### config.mk
export PLATFORM = sky130hd
export DESIGN_NAME = gprmc_sentence_field_extractor
export DESIGN_NICKNAME = d
export VERILOG_FILES = /design/src/hdl/gprmc_pkg.sv /design/src/hdl/gprmc_step.sv /design/src/hdl/gprmc_sentence_field_extractor.sv
export VERILOG_INCLUDE_DIRS = /design/src /design/src/hdl
export SDC_FILE = /design/constraint.sdc
export NUM_CORES = 1
export LEC_CHECK = 0
export BUFFER_PORTS_ARGS = -buffer_cell sky130_fd_sc_hd__buf_2
export CORE_MARGIN = 1.5
export CORE_UTILIZATION = 55
export CTS_CLUSTER_DIAMETER = 200
export DETAILED_ROUTE_END_ITERATION = 8
export PLACE_DENSITY = 0.72
export SLEW_MARGIN = 20
export SYNTH_ARGS = -nofsm -noshare
export SYNTH_HDL_FRONTEND = slang
export SYNTH_SLANG_ARGS = --single-unit
### constraint.sdc
create_clock -name clk -period 3.4 [get_ports clk]
set_input_delay 0.85 -clock clk [delete_from_list [all_inputs] [get_ports clk]]
set_output_delay 0.85 -clock clk [all_outputs]
set_load 0.01 [all_outputs]
### src/hdl/gprmc_sentence_field_extractor_macros.svh
// Assertion macros shared by the GPRMC extractor RTL
`ifndef GPRMC_SENTENCE_FIELD_EXTRACTOR_MACROS_SVH
`define GPRMC_SENTENCE_FIELD_EXTRACTOR_MACROS_SVH

// Same-cycle implication, checked out of reset
`define GPRMC_ASSERT_NOW(label, ante, cons, msg) \
    label: assert property (@(posedge clk) disable iff (!rst_n) (ante) |-> (cons)) \
        else $error(msg);

// Next-cycle implication, checked out of reset
`define GPRMC_ASSERT_NEXT(label, ante, cons, msg) \
    label: assert property (@(posedge clk) disable iff (!rst_n) (ante) |=> (cons)) \
        else $error(msg);

`endif

### src/hdl/gprmc_pkg.sv
// Types and constants of the GPRMC sentence field extractor
package gprmc_pkg;

    // Parser phase, one-hot
    typedef enum logic [3:0] {
        PH_HUNT1  = 4'b0001,
        PH_HUNT2  = 4'b0010,
        PH_HEADER = 4'b0100,
        PH_LINE   = 4'b1000
    } phase_t;

    // Fix letter seen in the status field
    typedef enum logic [1:0] {
        FIX_UNKNOWN = 2'd0,
        FIX_A       = 2'd1,
        FIX_V       = 2'd2,
        FIX_OTHER   = 2'd3
    } fix_t;

    // Sentence status codes
    localparam logic [1:0] ST_VALID  = 2'd0;
    localparam logic [1:0] ST_NO_END = 2'd1;
    localparam logic [1:0] ST_HEADER = 2'd2;
    localparam logic [1:0] ST_VOID   = 2'd3;

    // Result kinds
    localparam logic KIND_CHAR   = 1'b0;
    localparam logic KIND_STATUS = 1'b1;

    // Characters of interest
    localparam logic [7:0] CH_DOLLAR = 8'h24;
    localparam logic [7:0] CH_COMMA  = 8'h2C;
    localparam logic [7:0] CH_LF     = 8'h0A;
    localparam logic [7:0] CH_CR     = 8'h0D;
    localparam logic [7:0] CH_A      = 8'h41;
    localparam logic [7:0] CH_V      = 8'h56;

    // Talker and sentence id following the second dollar sign
    localparam int unsigned HDR_LEN = 5;
    localparam logic [7:0] HDR_TEXT [HDR_LEN] = '{8'h47, 8'h50, 8'h52, 8'h4D, 8'h43};

    // Field counter
    localparam logic [3:0] FIELD_MAX   = 4'd15;
    localparam logic [3:0] FIELD_TIME  = 4'd1;
    localparam logic [3:0] FIELD_STAT  = 4'd2;
    localparam logic [3:0] FIELD_LAT   = 4'd3;
    localparam logic [3:0] FIELD_EW    = 4'd6;

    localparam logic [2:0] FNUM_TIME = 3'd0;
    localparam logic [2:0] FNUM_STAT = 3'd1;

    localparam logic [7:0] SEARCH_LIMIT_RESET = 8'd101;

    // One result request
    typedef struct packed {
        logic       kind;
        logic [2:0] field_number;
        logic [7:0] char_value;
        logic [1:0] status;
    } result_t;

endpackage

### src/hdl/gprmc_step.sv
// Parser state and per-byte step logic of the GPRMC extractor
module gprmc_step #(
    parameter int MAX_LINE_BYTES = 85
) (
    input  logic                   clk,
    input  logic                   rst_n,
    input  logic                   fire,
    input  logic [7:0]             rx_byte,
    input  logic [7:0]             search_limit,
    output logic                   has_result,
    output gprmc_pkg::result_t     result
);

    localparam int LINE_W = $clog2(MAX_LINE_BYTES);
    localparam logic [LINE_W:0] LINE_LIMIT = (LINE_W + 1)'(MAX_LINE_BYTES);

    gprmc_pkg::phase_t phase_reg, phase_next;
    gprmc_pkg::fix_t   fix_reg, fix_next;
    logic [7:0]        search_count_reg, search_count_next;
    logic [2:0]        hdr_pos_reg, hdr_pos_next;
    logic              mismatch_reg, mismatch_next;
    logic [LINE_W-1:0] line_count_reg, line_count_next;
    logic [3:0]        field_index_reg, field_index_next;

    logic [2:0]        hdr_sel;
    logic              mismatch_upd;
    logic [LINE_W:0]   line_inc;
    logic              done;
    logic [1:0]        done_status;

    // Step for the byte at the head of the pipe
    always_comb
    begin
        phase_next        = phase_reg;
        fix_next          = fix_reg;
        search_count_next = search_count_reg;
        hdr_pos_next      = hdr_pos_reg;
        mismatch_next     = mismatch_reg;
        line_count_next   = line_count_reg;
        field_index_next  = field_index_reg;
        has_result        = 1'b0;
        result            = '0;
        done              = 1'b0;
        done_status       = gprmc_pkg::ST_VALID;
        hdr_sel           = (hdr_pos_reg < 3'(gprmc_pkg::HDR_LEN)) ? hdr_pos_reg
                            : 3'(gprmc_pkg::HDR_LEN - 1);
        mismatch_upd      = mismatch_reg || (rx_byte != gprmc_pkg::HDR_TEXT[hdr_sel]);
        line_inc          = (LINE_W + 1)'(line_count_reg) + (LINE_W + 1)'(1);

        case (phase_reg)
            gprmc_pkg::PH_HUNT1,
            gprmc_pkg::PH_HUNT2:
            begin
                if (search_count_reg >= search_limit)
                begin
                    done        = 1'b1;
                    done_status = gprmc_pkg::ST_HEADER;
                end
                else if (rx_byte == gprmc_pkg::CH_DOLLAR)
                begin
                    search_count_next = '0;
                    if (phase_reg == gprmc_pkg::PH_HUNT1)
                    begin
                        phase_next = gprmc_pkg::PH_HUNT2;
                    end
                    else
                    begin
                        phase_next    = gprmc_pkg::PH_HEADER;
                        hdr_pos_next  = '0;
                        mismatch_next = 1'b0;
                    end
                end
                else
                begin
                    search_count_next = search_count_reg + 8'd1;
                end
            end

            gprmc_pkg::PH_HEADER:
            begin
                mismatch_next = mismatch_upd;
                hdr_pos_next  = hdr_pos_reg + 3'd1;
                if (hdr_pos_next >= 3'(gprmc_pkg::HDR_LEN))
                begin
                    if (mismatch_upd)
                    begin
                        done        = 1'b1;
                        done_status = gprmc_pkg::ST_HEADER;
                    end
                    else
                    begin
                        phase_next       = gprmc_pkg::PH_LINE;
                        line_count_next  = '0;
                        field_index_next = '0;
                        fix_next         = gprmc_pkg::FIX_UNKNOWN;
                    end
                end
            end

            gprmc_pkg::PH_LINE:
            begin
                if (rx_byte inside {gprmc_pkg::CH_LF, gprmc_pkg::CH_CR})
                begin
                    done        = 1'b1;
                    done_status = (fix_reg == gprmc_pkg::FIX_V
                                   && field_index_reg >= gprmc_pkg::FIELD_EW)
                                  ? gprmc_pkg::ST_VOID : gprmc_pkg::ST_VALID;
                end
                else if (line_inc >= LINE_LIMIT)
                begin
                    done        = 1'b1;
                    done_status = gprmc_pkg::ST_NO_END;
                end
                else
                begin
                    line_count_next = line_inc[LINE_W-1:0];
                    if (rx_byte == gprmc_pkg::CH_COMMA)
                    begin
                        if (field_index_reg != gprmc_pkg::FIELD_MAX)
                            field_index_next = field_index_reg + 4'd1;
                    end
                    else if (field_index_reg == gprmc_pkg::FIELD_TIME)
                    begin
                        has_result          = 1'b1;
                        result.kind         = gprmc_pkg::KIND_CHAR;
                        result.field_number = gprmc_pkg::FNUM_TIME;
                        result.char_value   = rx_byte;
                    end
                    else if (field_index_reg == gprmc_pkg::FIELD_STAT)
                    begin
                        // first status letter sets the fix
                        if (fix_reg == gprmc_pkg::FIX_UNKNOWN)
                        begin
                            if (rx_byte == gprmc_pkg::CH_A)
                                fix_next = gprmc_pkg::FIX_A;
                            else if (rx_byte == gprmc_pkg::CH_V)
                                fix_next = gprmc_pkg::FIX_V;
                            else
                                fix_next = gprmc_pkg::FIX_OTHER;
                        end
                        has_result          = 1'b1;
                        result.kind         = gprmc_pkg::KIND_CHAR;
                        result.field_number = gprmc_pkg::FNUM_STAT;
                        result.char_value   = rx_byte;
                    end
                    else if (field_index_reg >= gprmc_pkg::FIELD_LAT
                             && field_index_reg <= gprmc_pkg::FIELD_EW
                             && fix_reg == gprmc_pkg::FIX_A)
                    begin
                        has_result          = 1'b1;
                        result.kind         = gprmc_pkg::KIND_CHAR;
                        result.field_number = 3'(field_index_reg - 4'd1);
                        result.char_value   = rx_byte;
                    end
                end
            end

            default:
            begin
                phase_next = gprmc_pkg::PH_HUNT1;
            end
        endcase

        // Status result ends the attempt and restarts the hunt
        if (done)
        begin
            has_result        = 1'b1;
            result            = '0;
            result.kind       = gprmc_pkg::KIND_STATUS;
            result.status     = done_status;
            phase_next        = gprmc_pkg::PH_HUNT1;
            fix_next          = gprmc_pkg::FIX_UNKNOWN;
            search_count_next = '0;
            hdr_pos_next      = '0;
            mismatch_next     = 1'b0;
            line_count_next   = '0;
            field_index_next  = '0;
        end
    end

    // State registers advance once per consumed byte
    always_ff @(posedge clk or negedge rst_n)
    begin
        if (!rst_n)
        begin
            phase_reg        <= gprmc_pkg::PH_HUNT1;
            fix_reg          <= gprmc_pkg::FIX_UNKNOWN;
            search_count_reg <= '0;
            hdr_pos_reg      <= '0;
            mismatch_reg     <= 1'b0;
            line_count_reg   <= '0;
            field_index_reg  <= '0;
        end
        else if (fire)
        begin
            phase_reg        <= phase_next;
            fix_reg          <= fix_next;
            search_count_reg <= search_count_next;
            hdr_pos_reg      <= hdr_pos_next;
            mismatch_reg     <= mismatch_next;
            line_count_reg   <= line_count_next;
            field_index_reg  <= field_index_next;
        end
    end

endmodule

### src/hdl/gprmc_sentence_field_extractor.sv
// Top level of the GPRMC sentence field extractor: input register, step, result register
//
//  channel | valid     | stall     | payload
//  --------+-----------+-----------+-------------------------------------------------
//  in      | in_valid  | in_stall  | rx_byte
//  out     | out_valid | out_stall | result_kind, field_number, char_value,
//          |           |           | sentence_status
//  config  | search_limit_we (no stall) | search_limit_data
//
// One byte per cycle unless the output stalls; a byte's result is registered after the input register.
// The step logic between the input and result registers sets the cycle time.
// Reset (rst_n low) returns to hunting the first dollar sign, search limit 101.
// A stalled result holds; the input stalls only when both registers are full
// and the result is stalled.
`include "gprmc_sentence_field_extractor_macros.svh"

module gprmc_sentence_field_extractor #(
    parameter int MAX_LINE_BYTES = 85
) (
    input  logic       clk,
    input  logic       rst_n,
    input  logic       in_valid,
    output logic       in_stall,
    input  logic [7:0] rx_byte,
    output logic       out_valid,
    input  logic       out_stall,
    output logic       result_kind,
    output logic [2:0] field_number,
    output logic [7:0] char_value,
    output logic [1:0] sentence_status,
    input  logic       search_limit_we,
    input  logic [7:0] search_limit_data
);

    logic               in_valid_reg, in_valid_next;
    logic [7:0]         in_byte_reg;
    logic               out_valid_reg, out_valid_next;
    gprmc_pkg::result_t out_data_reg;
    logic [7:0]         search_limit_reg;

    logic               in_take;
    logic               advance;
    logic               has_result;
    gprmc_pkg::result_t step_result;

    // Handshake control
    assign advance       = in_valid_reg && !(out_valid_reg && out_stall);
    assign in_stall      = in_valid_reg && !advance;
    assign in_take       = in_valid && !in_stall;
    assign in_valid_next = in_take || (in_valid_reg && !advance);
    assign out_valid_next = (advance && has_result) || (out_valid_reg && out_stall);

    // Search limit register
    always_ff @(posedge clk or negedge rst_n)
    begin
        if (!rst_n)
            search_limit_reg <= gprmc_pkg::SEARCH_LIMIT_RESET;
        else if (search_limit_we)
            search_limit_reg <= search_limit_data;
    end

    // Input register
    always_ff @(posedge clk or negedge rst_n)
    begin
        if (!rst_n)
            in_valid_reg <= 1'b0;
        else
            in_valid_reg <= in_valid_next;
    end

    always_ff @(posedge clk)
    begin
        if (in_take)
            in_byte_reg <= rx_byte;
    end

    gprmc_step #(
        .MAX_LINE_BYTES (MAX_LINE_BYTES)
    ) u_step (
        .clk          (clk),
        .rst_n        (rst_n),
        .fire         (advance),
        .rx_byte      (in_byte_reg),
        .search_limit (search_limit_reg),
        .has_result   (has_result),
        .result       (step_result)
    );

    // Result register
    always_ff @(posedge clk or negedge rst_n)
    begin
        if (!rst_n)
            out_valid_reg <= 1'b0;
        else
            out_valid_reg <= out_valid_next;
    end

    always_ff @(posedge clk)
    begin
        if (advance && has_result)
            out_data_reg <= step_result;
    end

    assign out_valid       = out_valid_reg;
    assign result_kind     = out_data_reg.kind;
    assign field_number    = out_data_reg.field_number;
    assign char_value      = out_data_reg.char_value;
    assign sentence_status = out_data_reg.status;

    // Checks
    `GPRMC_ASSERT_NOW(a_stall_cause, in_stall, in_valid_reg && out_valid_reg && out_stall, "input stalled without output backpressure")
    `GPRMC_ASSERT_NOW(a_status_clean, out_valid && result_kind == gprmc_pkg::KIND_STATUS, field_number == 3'd0 && char_value == 8'd0, "status request carries character data")
    `GPRMC_ASSERT_NOW(a_char_clean, out_valid && result_kind == gprmc_pkg::KIND_CHAR, sentence_status == gprmc_pkg::ST_VALID && field_number <= 3'd5, "character request malformed")
    `GPRMC_ASSERT_NEXT(a_result_lands, advance && has_result, out_valid, "produced request not registered")

endmodule

# Word level (Yosys, flattened, before mapping)
# Memories as Yosys holds them, arrays and structs flattened.
# Cells that the tools add are included.
# Widths: inputs -> output; s select.
[totals]
regBits = 61
romBits = 64
input_bits = 21
out_inout_bits = 16
word_cells = 171
memories = 1
[memory_table]
columns = ["memory", "depth", "word_bits", "read_ports", "rd_ports_with_merged_regs", "wr", "line", "rtl"]
rows = [
  ["(no name shown)", 8, 8, 1, 0, 0, "gprmc_step.sv:47", "mismatch_upd = mismatch_reg || (rx_byte != gprmc_pkg::HDR_TEXT[hdr_sel]);"],
]
[classes]
n_addsub = 5
order_cmp = 8
eq_ne = 31
mux = 78
bitwise = 3
reduce_logical = 29
[ops]
columns = ["operator", "count"]
rows = [
  ["$mux 12", 6],
  ["$mux 4", 12],
  ["$mux 8", 6],
  ["$mux 7", 5],
  ["$mux 2", 15],
  ["$mux 1", 19],
  ["$mux 3", 6],
  ["$ne 3x1->1 const B", 6],
  ["$ne 3x2->1 const B", 6],
  ["$eq 8x4->1 const B", 2],
  ["$eq 8x6->1 const B", 2],
  ["$eq 8x7->1 const B", 2],
  ["$pmux 7 s2", 1],
  ["$pmux 4 s3", 1],
  ["$reduce_and 6->1", 2],
  ["$mux 11", 1],
  ["$reduce_and 10->1", 1],
  ["$add 7x1->8 const B", 1],
  ["$add 8x1->8 const B", 1],
  ["$eq 4x1->1 const B", 2],
  ["$eq 4x2->1 const B", 2],
  ["$ge 8x7->1 const B", 1],
  ["$ge 8x8->1", 1],
  ["$logic_and 1x1->1", 8],
  ["other kinds (37)", 45],
]

# Depth between registers and ports, before layout
# Gate-level depths: netlist (run 1).
[depth]
depth_word = 14
ltp_mapped = 9
mapped_depth_nobuf = 8

# By module
# Synthesis (run 1) repeated with hierarchy kept, for this count alone.
[hier_totals]
cells_unflattened = 353
area_unflattened_um2 = 3574.7
[by_module_without_submodules]
columns = ["mod", "n_inst", "cells_each", "area_each_um2", "seq_area_each_um2"]
rows = [
  ["gprmc_step", 1, 303, 2483.6, 726.9],
  ["gprmc_sentence_field_extractor", 1, 50, 1091.0, 915.9],
]

# Worst setup path before layout (run 1)
# Ideal clock, no wire load.
[synth_timing]
kind = "register -> register"
from = "reg u_step.line_count_reg[0]"
to = "reg out_data_reg (netlist bit char_value[0]) (enable)"
setup_time_ps = 390
arrival_ps = 2645
required_time_ps = 3010
path_slack_ps = 365
stages_incl_launch_ff = 9
path_buffers = 1
period_less_slack_ps = 3035
path_cell_list = "dfrtp_1 -> ha_1 -> nand3_1 -> or3_1 -> and4_1 -> o31a_2 -> buf_6 -> and3_1 -> a21oi_1"
[synth_between]
elab_chain_cells = 7
elab_cells_between_ends = 10
cone_classes = "add/sub: 1; order compare: 1; mux: 7; reduce/logical: 1"
[synth_lines]
columns = ["element", "line", "rtl"]
rows = [
  ["from (decl)", "gprmc_step.sv:22", "logic [LINE_W-1:0] line_count_reg, line_count_next;"],
  ["from (signal assigned)", "gprmc_step.sv:201", "line_count_reg <= line_count_next;"],
  ["$add 7x1->8 *", "gprmc_step.sv:48", "line_inc = (LINE_W + 1)'(line_count_reg) + (LINE_W + 1)'(1);"],
  ["$ge 8x7->1 *", "gprmc_step.sv:109", "else if (line_inc >= LINE_LIMIT)"],
  ["$mux 1", "gprmc_step.sv:109", ""],
  ["$mux 1", "gprmc_step.sv:102", "if (rx_byte inside {gprmc_pkg::CH_LF, gprmc_pkg::CH_CR})"],
  ["$pmux 1 s3 or $mux 1 (tied branches)", "gprmc_step.sv:50", "case (phase_reg)"],
  ["$mux 1 *", "gprmc_step.sv:165", "if (done)"],
  ["$logic_and 1x1->1 *", "gprmc_sentence_field_extractor.sv:100", "if (advance && has_result)"],
  ["to (signal assigned)", "gprmc_sentence_field_extractor.sv:101", "out_data_reg <= step_result;"],
  ["to (decl)", "gprmc_sentence_field_extractor.sv:38", "gprmc_pkg::result_t out_data_reg;"],
]
# Every way passes the cells marked *; elsewhere a longest branch is shown, timed or not.
# A chain may end at the register's enable or synchronous reset.

# Worst setup path in the final report (run 1)
[layout_timing]
from = "reg u_step.line_count_reg[0]"
to = "reg out_data_reg (netlist bit field_number[1]) (enable)"
# Same word-level chain as after synthesis.

==> results of run 1 <==
[power by group through the flow]
stage / clock, mW / sequential, mW / combinational (mW)
2_1_floorplan: 0 / 1.06 / 0.723
3_3_place_gp: 0 / 1.08 / 0.957
3_5_place_dp: 0 / 1.08 / 0.963
4_1_cts: 0.624 / 1.07 / 0.968
5_1_grt: 0.658 / 1.10 / 1.09
6_report: 0.607 / 1.07 / 0.972
[tightest hold or removal path, delay by kind of cell, from the launching register on]
kind                   cells  cell delay, ns
buffers and inverters      1            0.06
DFF                        1            0.36
AOI/OAI and AO/OA          1            0.08
[cells by family (layout without fill, tap and decap cells)]
| kind of cell | after synthesis | after routing |
|---|---|---|
| simple gates | 153 | 153 |
| flops | 61 | 61 |
| compound gates | 80 | 80 |
| mux | 7 | 7 |
| buf+inv | 43 | 85 |
| xor+xnor | 6 | 6 |
| fa+ha+maj | 17 | 17 |
[worst paths after layout]
kind	startpoint	to	slack, ns	cells after the start
setup / recovery	u_step.line_count_reg[0]	field_number[1]	0.64	8
hold / removal	search_limit_reg[2]	search_limit_reg[2]	0.51	2
setup reg to reg	u_step.line_count_reg[0]	field_number[1]	0.64	8
hold reg to reg	search_limit_reg[2]	search_limit_reg[2]	0.51	2
max in group asynchronous	rst_n	u_step.phase_reg[1]	2.22	1
min in group asynchronous	rst_n	u_step.field_index_reg[2]	0.63	1
[area by class of cell]
class,count,share of cell area [%]
repair buffers,38,4.82
multi-input cells,263,44.8
clock buffers,11,3.25
clock inverters,5,1.27
well taps,77,2.38
inverters,31,2.88
flip-flops and latches,61,40.6
[layer usage]
| layer | vias to the layer above | track usage, % | part of all wire [%] |
|---|---|---|---|
| li1 | 1433 | - | - |
| met1 | 1401 | 32.6 | 49 |
| met2 | 79 | 34.6 | 45 |
| met3 | 7 | 5.41 | 4.8 |
| met4 | 0 | 6.86 | 1.0 |
| met5 | - | 0 | 0 |
[cell usage in the layout, fill, tap and decap left out, types with 7 or more instances in the layout]
master and count:
clkbuf_8 9, and2_1 12, nor2_1 30, nand4_1 14, nand2_1 29, o221ai_1 7, buf_2 36, inv_1 31
o21ai_0 14, nand3_1 11, edfxtp_1 22, dfrtp_1 34, ha_1 17
==> results summary, run 1 <==
The clock network latency to the later pin of the worst-skew pair is 0.34 ns. IR analysis of the VDD net gives a maximum drop of 0.000498 V. Summed over all layers, the routed wires come to 7420 um. The headroom to the max-slew limit is 41.8%. The delay of the slowest critical-path stage is 0.46 ns. Setup repair after global routing left no endpoint under its margin. The die area came out at 7100 sq um. The critical path goes through ha_1 -> nand3_1 -> or3_1 -> and4_1 -> o31a_2 -> and3_1 -> a21oi_1 -> buf_4.

The pre-CTS setup slack came out at 0.660 ns. After synthesis, the most frequently instantiated cells are 34 x dfrtp_1, 31 x inv_1, 30 x nor2_1, 29 x nand2_1, 22 x edfxtp_1. The root buffer cell is clkbuf_8.

The aggregate global routing overflow is 0. The residual antenna-violating net count after detailed routing came out at 0. Between clock sinks in the finished design, the worst skew comes to 0.00974 ns. The analysis attributes to net switching a power of 0.987 mW. The multi-input gate area in the final layout came out at 1810 sq um. The via-per-instance ratio came out at 6.01. After synthesis, the largest family of logic cells by area is simple AND/OR/NAND/NOR gates. Fill cells in the final layout number 506. The net count after synthesis came out at 405. The maximum net fanout on the critical path came out at 14. The largest net degree at the start of global routing came out at 40.

The fraction of final layout cells sized beyond drive strength 1 is 18.8%. In this run the worst hold path is classified as flip-flop to flip-flop. The total routing usage reported by global routing is 22.8%.

The number of levels the H-tree was split into came out at 3. In this run the cell area measured after placement is 3860 sq um. The share of Yosys cell area claimed by the top area cell type is 23.4%. The sequential cells in the finished layout cover a total of 1640 sq um. The cell count after synthesis came out at 367. The clock slew at the register clock pins of the worst setup and hold paths came out at 0.06 ns.

The parity-gate share of the synthesized area counting xor and xnor cells is 1.45%. 37 I/O pins were placed. The combined area of all synthesized cells came out at 3630 sq um. Sequential cells account for 40.5% of the total power. The mux share of post-synthesis cell area came out at 2.07%. The number of rows in the core area came out at 29. Yosys printed 0 warnings.

The vertical die dimension is 84.2 um. The first detailed-routing pass ran for 5 iterations. The utilization of the core after routing is 63.7%. The slowest stage of the critical path belongs to the cell o31a_2. The clock network power share is 22.9%. The run finished with clean final reports. The total design power is 2.65 mW. The post-synthesis average cell area came out at 9.89 sq um.

The final cell count without fillers came out at 486. The required time of the worst setup path is 3.44 ns. Derived from the worst setup path, the maximum achievable clock frequency is 0.363 GHz. After detailed routing, the average wire length per cell comes to 15.3 um. The most used flip-flop cell after synthesis is dfrtp_1. The number of sinks on the clock net came out at 61.

The critical path capture point type is a flip-flop. Yosys mapped the design onto 68 distinct sky130hd cell types. The DRC violation total after the first TritonRoute iteration is 215.

The first-pass GRT wire length came out at 12900 um. dfrtp_1 is the most common cell in the netlist. The half-perimeter wire length after detailed placement is 5410 um. In the routed design, unresolved DRC markers number 0. The count of inserted antenna diode cells came out at 0. The post-CTS resize count is 0. The synthesized-area fraction occupied by ao, oa, aoi and oai cells is 17.3%. The setup fix buffers added after clock tree synthesis is 0. The register bit total from synthesis came out at 61.

The worst path uses 81.0% of the clock period. The worst hold margin is 0.509 ns. The TritonCTS buffer count is 9.

The setup violation total in the final timing report came out at 0. The die width came out at 84.2 um. Summing over every cut layer, the via total after detailed routing is 2920. After the last flow step, the layout net total stands at 442. The number of synthesized flops with an enable pin came out at 22. The simple-gate share of the synthesized area came out at 23.3%. The worst path meets setup with 0.645 ns of slack. The async set-or-reset flop fraction in the synthesized netlist came out at 63.9%. The worst-case clock buffer depth is 2. Input and output buffers added on the ports amount to 36. The final number of hold-violating endpoints is 0. The number of global-route vias before repair came out at 2744.

Counting tap cells, the placed design contains a total of 470 instances. The effective utilization at floorplan came out at 57.2%. The clock period minus worst slack came out at 2.76 ns. Net switching is 37.2% of the power.

The final number of max-transition violations came out at 0. Together, buffers and inverters on the worst path number 1. The reported max-cap violation count came out at 0.

In this run the power density over the cells is 656 nW/um^2. The total area inside the core boundary comes to 6350 sq um. The fraction of the mapped netlist area in adder cells came out at 5.86%. The synthesized design spends more area on one cell type than any other, namely dfrtp_1. The transition time at the pin with the least slew margin is 0.872 ns. The worst setup path is launched from a flip-flop. Relative to the synthesized area, the layout overhead comes to 11.5%.

The number of hold buffers added after CTS was 0. The last weighted congestion value of the routability-driven placer is 0.873. The portion of total power attributed to combinational logic is 36.6%.

The category of the critical setup timing path is flip-flop to flip-flop. After routing, the total negative slack on setup checks comes to 0 ns. TritonCTS built the clock tree. The register area share after synthesis came out at 45.3%. The kind of cell with the highest combined delay along the critical path is simple AND/OR/NAND/NOR gates. Ranked by total cell area, the synthesized netlist is headed by dfrtp_1 23%, edfxtp_1 18%, ha_1 5.9%. The worst path arrival time is 2.79 ns.

The leakage power of the design came out at 1.74 nW. The number of antenna violations at the first check in global routing is 0. The internal power of the cells is 1.67 mW. The final design area excluding fillers came out at 4050 sq um.
No activity file was read; power rests on OpenSTA's default activity.
==> run 2, diff against run 1 <==
- clock period: 3.4 -> 2.7 ns (I/O delays scaled with it)
==> run 2 against run 1 <==
Clock skew decreased by 0.0015 ns; die area unchanged; design area increased by 3.1%; critical path depth unchanged; core utilization increased by 2.0 points; highest routed layer unchanged.
==> results summary, run 2 (synthesized netlist as in run 1, its figures left out) <==
The run finished with clean final reports. The headroom to the max-slew limit is 42.1%. Cells fill 65.7% of the core in the end. Summing all placed instances gives a cell area of 3960 sq um.

The clock period minus worst slack came out at 2.55 ns. The total design power came out at 3.57 mW. The effective utilization at floorplan is 57.2%. The number of antenna violations at the first check in global routing is 0.

The core region is 6350 sq um. TritonCTS built the clock tree. The setup violation total in the final timing report is 0. For this run, the top clock speed supported by timing is 0.392 GHz.

The die area came out at 7100 sq um. The worst setup path is launched from a flip-flop. The worst-case vdd ir drop is 0.000658 V. The last weighted congestion value of the routability-driven placer is 0.884.

The first-pass GRT wire length came out at 13400 um. The worst setup path is of the flip-flop to flip-flop kind. The critical path goes through ha_2 -> nand3_1 -> or3_1 -> and4_1 -> o31a_2 -> and3_1 -> a21oi_4 -> buf_12. From bottom edge to top edge, the die measures 84.2 um.

OpenSTA, run right after detailed placement, puts the worst setup slack at 0.153 ns. The quantity of I/O buffers inserted on ports is 36. The transition time at the pin with the least slew margin is 0.868 ns.

The final number of hold-violating endpoints is 0. The tightest min-delay check is of the input port to async pin type. CTS built an H-tree with a depth of 3.

For this design, the sink count on the clock tree is 61. The growth of design area from synthesis to finish came out at 14.9%. The maximum net fanout on the critical path is 14.

The fraction of final layout cells sized beyond drive strength 1 is 21.8%. The DRC violation total after the first TritonRoute iteration came out at 186. The tree is rooted in a clkbuf_8. Clock tree synthesis inserted a total of 9 buffers. The number of buffers added to fix hold violations after cts is 0. For this run, the post-layout net count is 451. Leaving out fill and tap cells, the most frequent cells in the layout are 36 x buf_2, 34 x dfrtp_1, 31 x inv_1, 30 x nor2_1, 29 x nand2_1. At the later pin of the worst-skew pair, clock insertion delay measures 0.35 ns. The worst path arrival time came out at 2.62 ns. The slowest stage of the critical path is the dfrtp_1 cell.

In this run the static leakage power is 1.79 nW. The final number of max-transition violations was 0. The final clock period utilization by the worst path is 94.4%. The number of global-route vias before repair is 2798. During I/O placement, the number of pins put on the boundary was 37. The half-perimeter wire length after detailed placement came out at 5760 um. Setup repair after global routing left no endpoint under its margin. The filler cell count came out at 520. The number of DRC violations after detailed routing came out at 0.

The first detailed-routing pass took 5 iterations. The aggregate global routing overflow is 0. The reported max-cap violation count is 0.

On the critical path the largest part of the delay comes from simple AND/OR/NAND/NOR gates. The post-CTS resize count came out at 0. The number of instances in the placed design came out at 479. The number of rows in the core area came out at 29.

The total negative slack is 0 ns. The total routing usage reported by global routing came out at 23.9%. STA classifies the critical path endpoint as a flip-flop. The final worst-path setup slack is 0.152 ns. The final design area excluding fillers is 4170 sq um.

The buffering stage count on the worst path with inverters included is 1. The per-cell routed wire length is 16.0 um. The worst hold margin came out at 0.439 ns. The delay of the slowest critical-path stage is 0.44 ns.

The number of setup buffers added after CTS is 0. The required time of the worst setup path came out at 2.77 ns. The worst-case clock buffer depth is 2.

The final cell count without fillers is 495. The die width is 84.2 um. The largest clock skew in the final design is 0.00819 ns. The via-per-instance ratio came out at 5.95. The clock slew at the register clock pins of the worst setup and hold paths is 0.07 ns. The residual antenna-violating net count after detailed routing came out at 0. For this design the ratio of total power to cell area is 855 nW/um^2. The largest net degree at the start of global routing came out at 40. Wires add up to 7900 um. The library cell used most frequently in the layout, excluding fill and tap cells, is buf_2. The final route contains 2943 vias. 0 antenna diodes ended up in the layout.
[run 2: cell type report]
type / instances / area, sq um / area share, %
Clock buffer: 9 / 124 / 2.97
Clock inverter: 7 / 90.1 / 2.16
Inverter: 31 / 116 / 2.79
Multi-Input combinational cell: 263 / 1830 / 43.8
Sequential cell: 61 / 1640 / 39.4
Tap cell: 77 / 96.3 / 2.31
Timing Repair Buffer: 47 / 275 / 6.60
[run 2: power breakdown]
part           total [mW]  internal, mW  switching [mW]
clock network       0.882         0.514           0.368
registers            1.35          1.18           0.169
logic                1.33         0.562           0.771
total                3.57          2.26            1.31
[run 2: final timing paths]
kind,start,to,slack (ns),cells past startpoint
setup / recovery,u_step.line_count_reg[0],sentence_status[0],0.15,8
hold / removal,rst_n,u_step.field_index_reg[1],0.44,1
setup reg to reg,u_step.line_count_reg[0],sentence_status[0],0.15,8
hold reg to reg,search_limit_reg[5],search_limit_reg[5],0.51,2
max in group asynchronous,rst_n,u_step.search_count_reg[1],1.71,1
min in group clk,rx_byte[4],in_byte_reg[4],0.50,1
[run 2: routing by layer]
metal	GRT usage, %	routed length [um]	vias up
li1	-	-	1456
met1	35.0	3920	1408
met2	35.6	3530	67
met3	5.31	350	12
met4	7.60	106	0
met5	0	0	-
==> run 3, diff against run 2 <==
- CORE_UTILIZATION: 55 -> 59
- PLACE_DENSITY: 0.72 -> 0.77
==> run 3 against run 2 <==
Fmax is 0.65% higher; routed wire length shrank 0.96%; die area shrank 6.5%; combinational power is essentially flat; largest cell class unchanged; core utilization up 4.3 points; register-to-register slack improved by 0.02 ns; final cell count down 0.40%; worst setup slack improved by 0.016 ns; via count rose by 0.95%.
==> results summary, run 3 (synthesized netlist as in run 1, its figures left out) <==
Relative to the synthesized area, the layout overhead comes to 14.2%. Dividing the detail-routed wire length by the instance count gives 15.9 um. The sequential power share came out at 38.5%. The root buffer cell chosen for the clock tree is clkbuf_8.

The switching power of the nets is 1.31 mW. The startpoint type of the worst setup path is a flip-flop. The first-pass GRT wire length is 13000 um.

The transition time at the pin with the least slew margin is 0.890 ns. The clock network power share is 23.1%. The net count of the finished layout is 451. Setup repair after global routing left no endpoint under its margin. TritonCTS built the clock tree. STA puts the critical path data required time at 2.76 ns. The quantity of I/O buffers inserted on ports came out at 36. The portion of total power attributed to combinational logic is 38.5%. The layer flagged by global routing as most heavily used is met2. The number of global-route vias before repair is 2834. For this design, the slowest cell found on the critical path is dfrtp_1. The routing usage on met1 came out at 35.7%. The class of the most critical hold timing path is input port to async pin.

The number of rows in the core area came out at 28. The buffering stage count on the worst path with inverters included is 1. The clock slew at the register clock pins of the worst setup and hold paths is 0.07 ns. For this design the ratio of total power to cell area is 845 nW/um^2. The total routing usage reported by global routing is 26.4%. Walking the worst path, the cells encountered are ha_1 -> nand3_1 -> or3_1 -> and4_1 -> o31a_2 -> and3_1 -> a21oi_4 -> buf_12. The clock network latency to the later pin of the worst-skew pair is 0.35 ns. The number of levels the H-tree was split into came out at 3. The leakage power of the design is 1.79 nW. The run finished with clean final reports. The count of nets left with antenna violations once routing finished came out at 0. The reported max-cap violation count is 0. By startpoint and endpoint, the worst setup path is classified as flip-flop to flip-flop. The detailed-routing iteration count for the pre-antenna-repair pass is 5. The flop-to-flop setup slack is 0.17 ns.

The start of the worst register-to-register path is u_step.line_count_reg[1]. In this design, the largest share of critical-path delay is due to simple AND/OR/NAND/NOR gates. In the layout the commonest cells are 36 x buf_2, 33 x dfrtp_1, 31 x inv_1, 30 x nor2_1, 29 x nand2_1.

The delay of the slowest critical-path stage is 0.41 ns. The clock period minus worst slack came out at 2.53 ns. After floorplanning, the core was sized to cover 5920 sq um. Global routing used 40.2% of the available met2 tracks. The logic depth of the worst setup path including buffers is 8.

From left edge to right edge, the die measures 81.4 um. In the routed layout, each cell is associated on average with a via count of 6.03. Across the routed clock network, the largest skew measured is 0.00423 ns. The number of antenna violations at the first check in global routing is 0. In the final layout, the share of cells above drive strength 1 is 21.3%. The number of placed I/O pins came out at 37.

Once detailed placement completed, the half-perimeter wirelength came to 5700 um. In this run, CTS created clock tree buffers numbering 9. The via count came out at 2971. For the worst setup path, the data arrival time is 2.60 ns. The final number of hold-violating endpoints came out at 0. The met3 usage came out at 5.00%. The number of DRC violations after detailed routing is 0. The internal power of the cells is 2.20 mW.

The die area came out at 6630 sq um. No sink is reached through more buffers than the 2 on the longest clock path. Total power for the finished layout comes to 3.50 mW.

The count of inserted antenna diode cells is 0. The number of cells on the worst reg-to-reg path is 8. The worst-case IR drop observed on VDD is 0.000523 V. The worst setup path is captured at a flip-flop. The vertical die dimension came out at 81.4 um.

Clock tree synthesis found a total of 61 sinks. The share of total power consumed by net switching is 37.3%. The effective utilization at floorplan came out at 61.3%.

The final number of max-transition violations came out at 0. The DRC violation total after the first TritonRoute iteration came out at 180. Leaving out fill and tap cells, the most frequent cell in the layout is buf_2. The maximum net fanout on the critical path is 14. The headroom to the max-slew limit came out at 40.7%. The largest net degree at the start of global routing is 40. The final clock period utilization by the worst path came out at 93.8%. The post-detailed-routing wire length came out at 7830 um. The number of buffers added to fix hold violations after cts came out at 0.

The total negative slack is 0 ns. The aggregate global routing overflow is 0. Setup violations remaining at the end of the flow were counted as 0. The capture instance of the worst register-to-register path is field_number[1]. The last weighted congestion value of the routability-driven placer came out at 0.861. The achievable clock frequency is 0.395 GHz.
-- run 3: changes by cell type in the layout (fill, tap and decap cells not counted), sizes merged --
cell / previous run / this run
clkinv: 3 / 2
bufinv: 2 / 1
clkinvlp: 2 / 1
clkbuf: 9 / 12
-- run 3: worst max path at each step --
stage                             startpoint               to
floorplan           u_step.line_count_reg[0]    char_value[0]
global placement    u_step.line_count_reg[0]    char_value[5]
detailed placement  u_step.line_count_reg[0]    char_value[3]
CTS                 u_step.line_count_reg[0]  field_number[0]
global route        u_step.line_count_reg[1]  field_number[1]
finish              u_step.line_count_reg[1]  field_number[1]
-- run 3: cell type report --
class	count	area, sq um
fillers	452	1770
repair buffers	47	275
flip-flops and latches	61	1640
clock inverters	4	47.5
inverters	31	116
well taps	75	93.8
clock buffers	12	145
multi-input cells	263	1820
-- run 3: timing repair --
item / CTS / global route
setup endpoints to repair: 0 / 15
buffers inserted: 0 / 0
gates resized for setup: 0 / 1
-- run 3: metal layers --
layer  vias to the layer above  share of wire [%]  routed length [um]
met3                        16                5.5                 429
met2                        90                 47                3660
met1                      1411                 45                3560
met5                         -                  0                   0
li1                       1454                  -                   -
met4                         0                2.3                 182
-- run 3: metrics by stage --
| step | util [%] | worst slack, ns | hold WS [ns] | instance area, sq um | std cells |
|---|---|---|---|---|---|
| detailed placement | 66.8 | 0.175 | 0.503 | 3950 | 477 |
| floorplan | - | 0.101 | 0.379 | 3640 | 367 |
| global placement | 66.8 | 0.215 | 0.498 | 3950 | 477 |
| global route | 70.0 | 0.00628 | 0.489 | 4150 | 493 |
| finish | 70.0 | 0.168 | 0.448 | 4150 | 493 |
| CTS | 70.0 | 0.151 | 0.467 | 4150 | 493 |
-- run 3: power groups by stage --
stage	clock [mW]	combinational (mW)	sequential, mW
floorplan	0	0.924	1.33
global placement	0	1.30	1.35
detailed placement	0	1.33	1.36
CTS	0.817	1.34	1.34
global route	0.859	1.49	1.38
finish	0.808	1.35	1.35
